`config.mk`:
```
export PLATFORM = sky130hd
export DESIGN_NAME = seconds_to_calendar
export DESIGN_NICKNAME = d
export VERILOG_FILES = /design/src/design/s2c_pkg.sv /design/src/design/seconds_to_calendar.sv
export VERILOG_INCLUDE_DIRS = /design/src /design/src/design
export SDC_FILE = /design/constraint.sdc
export NUM_CORES = 2
export LEC_CHECK = 0
export BUFFER_PORTS_ARGS = -buffer_cell sky130_fd_sc_hd__buf_2
export CAP_MARGIN = 20
export CORE_ASPECT_RATIO = 0.5
export CORE_UTILIZATION = 40
export CTS_CLUSTER_DIAMETER = 100
export DETAILED_ROUTE_END_ITERATION = 12
export SLEW_MARGIN = 40
export SYNTH_ARGS = -nofsm -noshare
export SYNTH_HDL_FRONTEND = slang
export SYNTH_SLANG_ARGS = --single-unit
```
`constraint.sdc`:
```
create_clock -name clk -period 9.3 [get_ports clk]
set_input_delay 1.395 -clock clk [delete_from_list [all_inputs] [get_ports clk]]
set_output_delay 1.395 -clock clk [all_outputs]
set_load 0.03 [all_outputs]
```
`src/design/assert_macros.svh`:
```
// ----------------------------------------------------------------------------
// Assertion macros
// Shared concurrent assertion wrappers for the calendar conversion block.
// ----------------------------------------------------------------------------
`ifndef ASSERT_MACROS_SVH
`define ASSERT_MACROS_SVH

// Property must hold at every rising clock edge outside reset
`define ASSERT_ALWAYS(label, clk, rst_n, prop, msg) \
	label: assert property (@(posedge clk) disable iff (!rst_n) (prop)) else $error(msg);

// Consequent must hold in the same cycle as the antecedent
`define ASSERT_IMPLY(label, clk, rst_n, ante, cons, msg) \
	label: assert property (@(posedge clk) disable iff (!rst_n) (ante) |-> (cons)) else $error(msg);

`endif

```
`src/design/s2c_pkg.sv`:
```
// ----------------------------------------------------------------------------
// s2c_pkg
// Constants and calendar tables for the seconds to calendar converter.
// ----------------------------------------------------------------------------
`default_nettype none

package s2c_pkg;

	localparam int YEAR_COUNT = 137;          // 1970 .. 2106
	localparam int MONTH_COUNT = 12;
	localparam logic [11:0] BASE_YEAR = 12'd1970;

	localparam logic [16:0] DAY_SECS  = 17'd86400;
	localparam logic [11:0] HOUR_SECS = 12'd3600;
	localparam logic [5:0]  MIN_SECS  = 6'd60;

	// Reciprocals for constant division, exact over the input range
	localparam logic [25:0] DAY_RECIP  = 26'd50903317;  // (x >> 7) / 675, shift 35
	localparam logic [15:0] YEAR_RECIP = 16'd45965;     // x / 365, shift 24
	localparam logic [16:0] WEEK_RECIP = 17'd74899;     // x / 7, shift 19
	localparam logic [12:0] HOUR_RECIP = 13'd4661;      // (x >> 4) / 225, shift 20
	localparam logic [10:0] MIN_RECIP  = 11'd1093;      // (x >> 2) / 15, shift 14

	localparam logic [15:0] EPOCH_WEEKDAY = 16'd4;      // 1970-01-01 was a Thursday

	typedef logic [15:0] ystart_tab_t [YEAR_COUNT];
	typedef logic [YEAR_COUNT-1:0] leap_tab_t;
	typedef logic [8:0] mstart_tab_t [MONTH_COUNT];

	// Day of year on which each month starts, common year
	localparam mstart_tab_t MONTH_START = '{
		9'd0, 9'd31, 9'd59, 9'd90, 9'd120, 9'd151,
		9'd181, 9'd212, 9'd243, 9'd273, 9'd304, 9'd334
	};

	// Day count at which each year starts; leap rule tracked by running counters
	function automatic ystart_tab_t build_year_start();
		ystart_tab_t tab;
		logic [15:0] acc;
		int m4;
		int m100;
		int m400;
		logic lp;
		acc = 16'd0;
		m4 = 2;
		m100 = 70;
		m400 = 370;
		for (int i = 0; i < YEAR_COUNT; i++) begin
			tab[i] = acc;
			lp = (m4 == 0) && ((m100 != 0) || (m400 == 0));
			acc = acc + (lp ? 16'd366 : 16'd365);
			m4 = (m4 == 3) ? 0 : m4 + 1;
			m100 = (m100 == 99) ? 0 : m100 + 1;
			m400 = (m400 == 399) ? 0 : m400 + 1;
		end
		return tab;
	endfunction

	function automatic leap_tab_t build_leap();
		leap_tab_t tab;
		int m4;
		int m100;
		int m400;
		m4 = 2;
		m100 = 70;
		m400 = 370;
		for (int i = 0; i < YEAR_COUNT; i++) begin
			tab[i] = (m4 == 0) && ((m100 != 0) || (m400 == 0));
			m4 = (m4 == 3) ? 0 : m4 + 1;
			m100 = (m100 == 99) ? 0 : m100 + 1;
			m400 = (m400 == 399) ? 0 : m400 + 1;
		end
		return tab;
	endfunction

	localparam ystart_tab_t YEAR_START = build_year_start();
	localparam leap_tab_t YEAR_LEAP = build_leap();

endpackage

`default_nettype wire

```
`src/design/seconds_to_calendar.sv`:
```
// ----------------------------------------------------------------------------
// seconds_to_calendar
// Converts a 32-bit count of seconds since 1970-01-01 00:00:00 into the
// Gregorian date, time of day and weekday.
// ----------------------------------------------------------------------------
// Seven-stage pipeline: each input is registered through stages 1 to 7 in turn,
// and a new input is taken every cycle unless all stages are full and the output stalls.
// The depth is set by the chain of constant-reciprocal multiplies (days, then
// time of day into hours, minutes and seconds), each followed by a register.
// The year is found by estimating days / 365 and correcting once against a
// table of year start days; the month by comparing the day of year against
// the month start table. A stage holds only while the stage after it is full
// and held, so empty stages fill even while a result waits at the output.
`default_nettype none

`include "assert_macros.svh"

module seconds_to_calendar (
	input  wire logic        clk,
	input  wire logic        arst_n,
	input  wire logic        s_axis_tvalid,
	output logic             s_axis_tready,
	input  wire logic [31:0] s_axis_tdata,   // [31:0] seconds_count
	output logic             m_axis_tvalid,
	input  wire logic        m_axis_tready,
	// [11:0] year, [15:12] month, [20:16] day_of_month, [25:21] hour,
	// [31:26] minute, [37:32] second, [40:38] weekday, [47:41] zero
	output logic [47:0]      m_axis_tdata
);

	import s2c_pkg::*;

	logic vld_s1, vld_s2, vld_s3, vld_s4, vld_s5, vld_s6, vld_s7;
	logic en_s1, en_s2, en_s3, en_s4, en_s5, en_s6, en_s7;

	// Stage registers
	logic [31:0] secs_s1, secs_s2;
	logic [50:0] dprod_s1;
	logic [15:0] days_s2, days_s3;
	logic [16:0] tod_s3, tod_s4;
	logic [7:0]  est_s3;
	logic [15:0] wkx_s3;
	logic [13:0] wkq_s3;
	logic [4:0]  hour_s4, hour_s5, hour_s6, hour_s7;
	logic [11:0] year_s4, year_s5, year_s6, year_s7;
	logic        leap_s4;
	logic [8:0]  doy_s4, doy_s5;
	logic [2:0]  wd_s4, wd_s5, wd_s6, wd_s7;
	logic [11:0] rest_s5, rest_s6;
	logic [3:0]  month_s5, month_s6, month_s7;
	logic [8:0]  dstart_s5;
	logic [5:0]  minute_s6, minute_s7;
	logic [4:0]  day_s6, day_s7;
	logic [5:0]  second_s7;

	// Combinational results per stage
	logic [31:0] tod_full;
	logic [31:0] est_prod;
	logic [15:0] wk_x;
	logic [32:0] wk_prod;
	logic [25:0] hour_prod;
	logic [16:0] yr_diff;
	logic        yr_neg;
	logic [7:0]  prev_idx;
	logic [7:0]  yr_idx;
	logic [15:0] yr_start;
	logic [15:0] wd_full;
	logic [11:0] rest_full;
	logic [3:0]  mon_idx;
	logic [8:0]  mon_start;
	logic [8:0]  mon_thr;
	logic [20:0] min_prod;
	logic [8:0]  day_full;

	// Backpressure: a stage advances when it is empty or the next one advances
	assign en_s7 = !vld_s7 || m_axis_tready;
	assign en_s6 = !vld_s6 || en_s7;
	assign en_s5 = !vld_s5 || en_s6;
	assign en_s4 = !vld_s4 || en_s5;
	assign en_s3 = !vld_s3 || en_s4;
	assign en_s2 = !vld_s2 || en_s3;
	assign en_s1 = !vld_s1 || en_s2;
	assign s_axis_tready = en_s1;

	always_ff @(posedge clk or negedge arst_n) begin
		if (!arst_n) begin
			vld_s1 <= 1'b0;
			vld_s2 <= 1'b0;
			vld_s3 <= 1'b0;
			vld_s4 <= 1'b0;
			vld_s5 <= 1'b0;
			vld_s6 <= 1'b0;
			vld_s7 <= 1'b0;
		end else begin
			if (en_s1) vld_s1 <= s_axis_tvalid;
			if (en_s2) vld_s2 <= vld_s1;
			if (en_s3) vld_s3 <= vld_s2;
			if (en_s4) vld_s4 <= vld_s3;
			if (en_s5) vld_s5 <= vld_s4;
			if (en_s6) vld_s6 <= vld_s5;
			if (en_s7) vld_s7 <= vld_s6;
		end
	end

	// Stage 1: seconds / 86400 as (seconds >> 7) * reciprocal of 675
	always_ff @(posedge clk) begin
		if (en_s1 && s_axis_tvalid) begin
			secs_s1  <= s_axis_tdata;
			dprod_s1 <= 51'(s_axis_tdata[31:7]) * 51'(DAY_RECIP);
		end
	end

	// Stage 2: take the day count
	always_ff @(posedge clk) begin
		if (en_s2 && vld_s1) begin
			secs_s2 <= secs_s1;
			days_s2 <= dprod_s1[50:35];
		end
	end

	// Stage 3: time of day, year estimate, weekday quotient
	assign tod_full = secs_s2 - (32'(days_s2) * 32'(DAY_SECS));
	assign est_prod = 32'(days_s2) * 32'(YEAR_RECIP);
	assign wk_x     = days_s2 + EPOCH_WEEKDAY;
	assign wk_prod  = 33'(wk_x) * 33'(WEEK_RECIP);

	always_ff @(posedge clk) begin
		if (en_s3 && vld_s2) begin
			tod_s3  <= tod_full[16:0];
			days_s3 <= days_s2;
			est_s3  <= est_prod[31:24];
			wkx_s3  <= wk_x;
			wkq_s3  <= wk_prod[32:19];
		end
	end

	// Stage 4: correct the year estimate by one, day of year, hour, weekday
	always_comb begin
		yr_start = YEAR_START[est_s3];
		yr_diff  = {1'b0, days_s3} - {1'b0, yr_start};
		yr_neg   = yr_diff[16];
		prev_idx = (est_s3 == 8'd0) ? 8'd0 : est_s3 - 8'd1;
		yr_idx   = yr_neg ? prev_idx : est_s3;
	end

	assign hour_prod = 26'(tod_s3[16:4]) * 26'(HOUR_RECIP);
	assign wd_full   = wkx_s3 - (16'(wkq_s3) * 16'd7);

	always_ff @(posedge clk) begin
		if (en_s4 && vld_s3) begin
			tod_s4  <= tod_s3;
			hour_s4 <= hour_prod[24:20];
			year_s4 <= BASE_YEAR + 12'(yr_idx);
			leap_s4 <= YEAR_LEAP[yr_idx];
			doy_s4  <= yr_neg ? 9'(days_s3 - YEAR_START[prev_idx]) : yr_diff[8:0];
			wd_s4   <= wd_full[2:0];
		end
	end

	// Stage 5: month by threshold compare, seconds within the hour
	always_comb begin
		mon_idx   = 4'd0;
		mon_start = 9'd0;
		mon_thr   = 9'd0;
		for (int i = 1; i < MONTH_COUNT; i++) begin
			// shift every month after February by the leap day
			mon_thr = MONTH_START[i] + ((i >= 2) ? 9'(leap_s4) : 9'd0);
			if (doy_s4 >= mon_thr) begin
				mon_idx   = 4'(i);
				mon_start = mon_thr;
			end
		end
	end

	assign rest_full = tod_s4[11:0] - (12'(hour_s4) * HOUR_SECS);

	always_ff @(posedge clk) begin
		if (en_s5 && vld_s4) begin
			rest_s5   <= rest_full;
			hour_s5   <= hour_s4;
			year_s5   <= year_s4;
			month_s5  <= mon_idx + 4'd1;
			doy_s5    <= doy_s4;
			dstart_s5 <= mon_start;
			wd_s5     <= wd_s4;
		end
	end

	// Stage 6: minute, day of month
	assign min_prod = 21'(rest_s5[11:2]) * 21'(MIN_RECIP);
	assign day_full = doy_s5 - dstart_s5 + 9'd1;

	always_ff @(posedge clk) begin
		if (en_s6 && vld_s5) begin
			rest_s6   <= rest_s5;
			minute_s6 <= min_prod[19:14];
			hour_s6   <= hour_s5;
			year_s6   <= year_s5;
			month_s6  <= month_s5;
			day_s6    <= day_full[4:0];
			wd_s6     <= wd_s5;
		end
	end

	// Stage 7: second, output register
	always_ff @(posedge clk) begin
		if (en_s7 && vld_s6) begin
			second_s7 <= 6'(rest_s6 - (12'(minute_s6) * 12'(MIN_SECS)));
			minute_s7 <= minute_s6;
			hour_s7   <= hour_s6;
			year_s7   <= year_s6;
			month_s7  <= month_s6;
			day_s7    <= day_s6;
			wd_s7     <= wd_s6;
		end
	end

	assign m_axis_tvalid = vld_s7;
	assign m_axis_tdata  = {7'd0, wd_s7, second_s7, minute_s7, hour_s7, day_s7,
		month_s7, year_s7};

	`ASSERT_IMPLY(a_date_range, clk, arst_n, vld_s7,
		(month_s7 >= 4'd1 && month_s7 <= 4'd12 && day_s7 >= 5'd1 && day_s7 <= 5'd31 &&
		year_s7 >= 12'd1970 && year_s7 <= 12'd2106),
		"calendar date out of range")
	`ASSERT_IMPLY(a_time_range, clk, arst_n, vld_s7,
		(hour_s7 < 5'd24 && minute_s7 < 6'd60 && second_s7 < 6'd60 && wd_s7 < 3'd7),
		"time of day or weekday out of range")
	`ASSERT_IMPLY(a_feb_len, clk, arst_n, (vld_s7 && month_s7 == 4'd2),
		(day_s7 <= 5'd29), "February longer than 29 days")
	`ASSERT_IMPLY(a_year_fix, clk, arst_n, (vld_s3 && yr_neg),
		(est_s3 != 8'd0), "year estimate corrected below the first year")

endmodule

`default_nettype wire
```
==> run summary <==
Post-Synthesis Cells: 3552
Cell Area, Synth: 36370 um^2
largest net degree at the start of global routing: 86
die area: 92200 um^2
initial DRC count: 1713
max_cap viols: 0
DP HPWL: 67730 um
drt first pass iters: 6
Yosys cell types: 85
sequential area share after synthesis: 23.68%
Synth Area per Inst: 10.24 um^2
clk root buf: clkbuf_16
initial antenna violation count: 0
final worst-path cycle share: 81.81%
drt drc: 0
# placed instances: 4757
number of global-route vias before repair: 25670
pre-CTS setup slack: 1.078 ns
Core ar.: 89210 um^2
io pins: 86
wire per inst: 17.53 um
total clock buffers created by CTS: 30
post-CTS setup buffer count: 0
Final setup viols: 0
Clock Sinks: 288
fin cells: 4814
Layout fillers: 8546
Worst-Skew Late Latency: 0.61 ns
total global routing overflow: 0
CP Launch Type: input pin
layout cells sized above 1: 5.621%
FF+latch count, synth: 288
post-layout minimum cycle time: 7.608 ns
RSZ-0062 raised after global routing: no
synth warn: 0
WP data arrival: 7.94 ns
Post-synth EDFFs: 281
HP Class: reg2reg
synth top area cells: ha_1 25%, edfxtp_1 23%, fa_1 20%
Max Clock Skew: 0.02576 ns
Slew Limit Fails: 0
WL final: 84390 um
row cnt: 77
DR vias/cell: 5.165
layout net count: 4745
H-tree levels: 1
ys async rst share: 2.431%
post-route ant nets: 0
Die Wd: 428.4 um
ant diodes: 0
CP required: 9.63 ns
fmax: 131.4 MHz
GR Util All Layers: 18.69%
clk slew on worst S/H paths: 0.07 ns
CP Class: in2reg
slew margin rel.: 46.27%
Die H: 215.2 um
fin worst setup slack: 1.692 ns
Worst Path Max Fanout: 12
first-pass GRT wire length: 138900 um
CTS resizes: 0
Clock Path Buffers: 3
CTS tree: yes
setup_tns: 0 ns
kind of end point of the critical path: flip-flop
Synth top area share: 25.36%
Fin. Hold Viols: 0
DR vias: 24860
Syn-to-layout area delta: 7.737%
Final Util: 43.92%
worst slew pin tran: 0.8060 ns
# hold bufs at CTS: 0
post-synth top area cell: ha_1
PortBufs: 78
initial core utilization: 40.76%
outcome: finished, final reports clean
Post-synth top flop: edfxtp_1
Placer Congestion: 0.9283
-- critical path: stages --
cell	delay, ns
buf_2	0.31
inv_1	0.16
ha_1	0.36
inv_1	0.11
fa_1	0.43
ha_1	0.28
inv_1	0.05
fa_1	0.50
inv_1	0.05
fa_1	0.47
fa_1	0.55
inv_1	0.06
fa_1	0.53
inv_1	0.05
ha_1	0.36
a21oi_1	0.22
o211ai_1	0.11
a311oi_1	0.49
a211oi_1	0.22
o311ai_0	0.55
a21oi_1	0.25
o31ai_1	0.33
a21oi_1	0.11
-- Yosys cell counts (all sizes together) (13+ instances only) --
cell type,n
a211oi,28
a21boi,13
a21o,40
a21oi,175
a31oi,25
and2,14
and3,14
buf,33
clkbuf,62
edfxtp,281
fa,365
ha,737
inv,783
mux2i,19
nand2,149
nand2b,18
nand3,54
nand4,15
nor2,115
nor2b,26
nor3,48
o211ai,30
o21ai,146
o21bai,19
o311ai,14
o31ai,16
or2,13
xnor2,92
xor2,34
-- final timing paths --
check | endpoint | slack [ns] | startpoint | depth (start not counted)
worst max-delay path | dprod_s1[48] | 1.69 | s_axis_tdata[12] | 23
worst min-delay path | wd_s5[2] | 0.40 | wd_s4[2] | 0
worst max register to register | wkq_s3[2] | 2.45 | days_s2[3] | 20
worst min register to register | wd_s5[2] | 0.40 | wd_s4[2] | 0
max in group asynchronous | vld_s4 | 8.52 | arst_n | 1
min in group asynchronous | vld_s1 | 0.61 | arst_n | 1
-- flip-flops by register name (all words and copies together), names as in the netlist, 6 cells and up --
signal,cells
rest_s5,12
second_s7,6
doy_s4,9
year_s6,12
tod_s3,17
tod_s4,12
year_s7,12
minute_s7,6
days_s3,16
year_s5,12
dprod_s1,16
secs_s1,17
rest_s6,6
est_s3,8
year_s4,12
days_s2,16
minute_s6,6
secs_s2,17
-- cell type report --
type,count,area (um^2),share of cell area (%)
clock inverters,20,242.7,0.6195
flip-flops and latches,288,8613,21.98
inverters,785,2947,7.520
multi-input cells,2390,24470,62.45
well taps,1185,1483,3.784
clock buffers,34,765.7,1.954
repair buffers,112,660.6,1.686
-- through the flow --
stage | hold slack, ns | instance area (um^2)
floorplan | 0.4003 | 36390
global placement | 0.4014 | 38110
detailed placement | 0.4045 | 38130
CTS | 0.3892 | 39140
global route | 0.4111 | 39180
finish | 0.4001 | 39180
-- cells in the final DEF (no fill, tap or decap), drive strengths merged, types with 30 or more instances in the layout --
cell / instances
a21o: 40
a21oi: 175
buf: 112
clkbuf: 34
edfxtp: 281
fa: 365
ha: 737
inv: 789
nand2: 149
nand3: 54
nor2: 115
nor3: 48
o211ai: 30
o21ai: 146
xnor2: 92
xor2: 34
-- cell families (layout without fill, tap and decap cells) --
logic type                 Yosys count  in the layout  synth area share (%)
AOI/OAI and AO/OA                  615            615                 10.78
xor gates and xnor gates           126            126                 3.076
adders and majority gates         1103           1103                 45.48
buffers and inverters              880            951                 9.269
DFF                                288            288                 23.68
muxes                               25             25                0.8016
other                                1              7               0.01031
and+or+nand+nor                    514            514                 6.908
-- layer usage --
layer | track usage (%) | vias to the layer above | wire length, um
met4 | 2.975 | 0 | 1220
met2 | 31.42 | 470 | 39890
met3 | 2.142 | 74 | 3573
met5 | 0 | - | 0
li1 | - | 12090 | -
met1 | 26.28 | 12230 | 39710
Power is not shown: default switching activity piles up to over one toggle a cycle in this logic, so the estimate is an artifact.
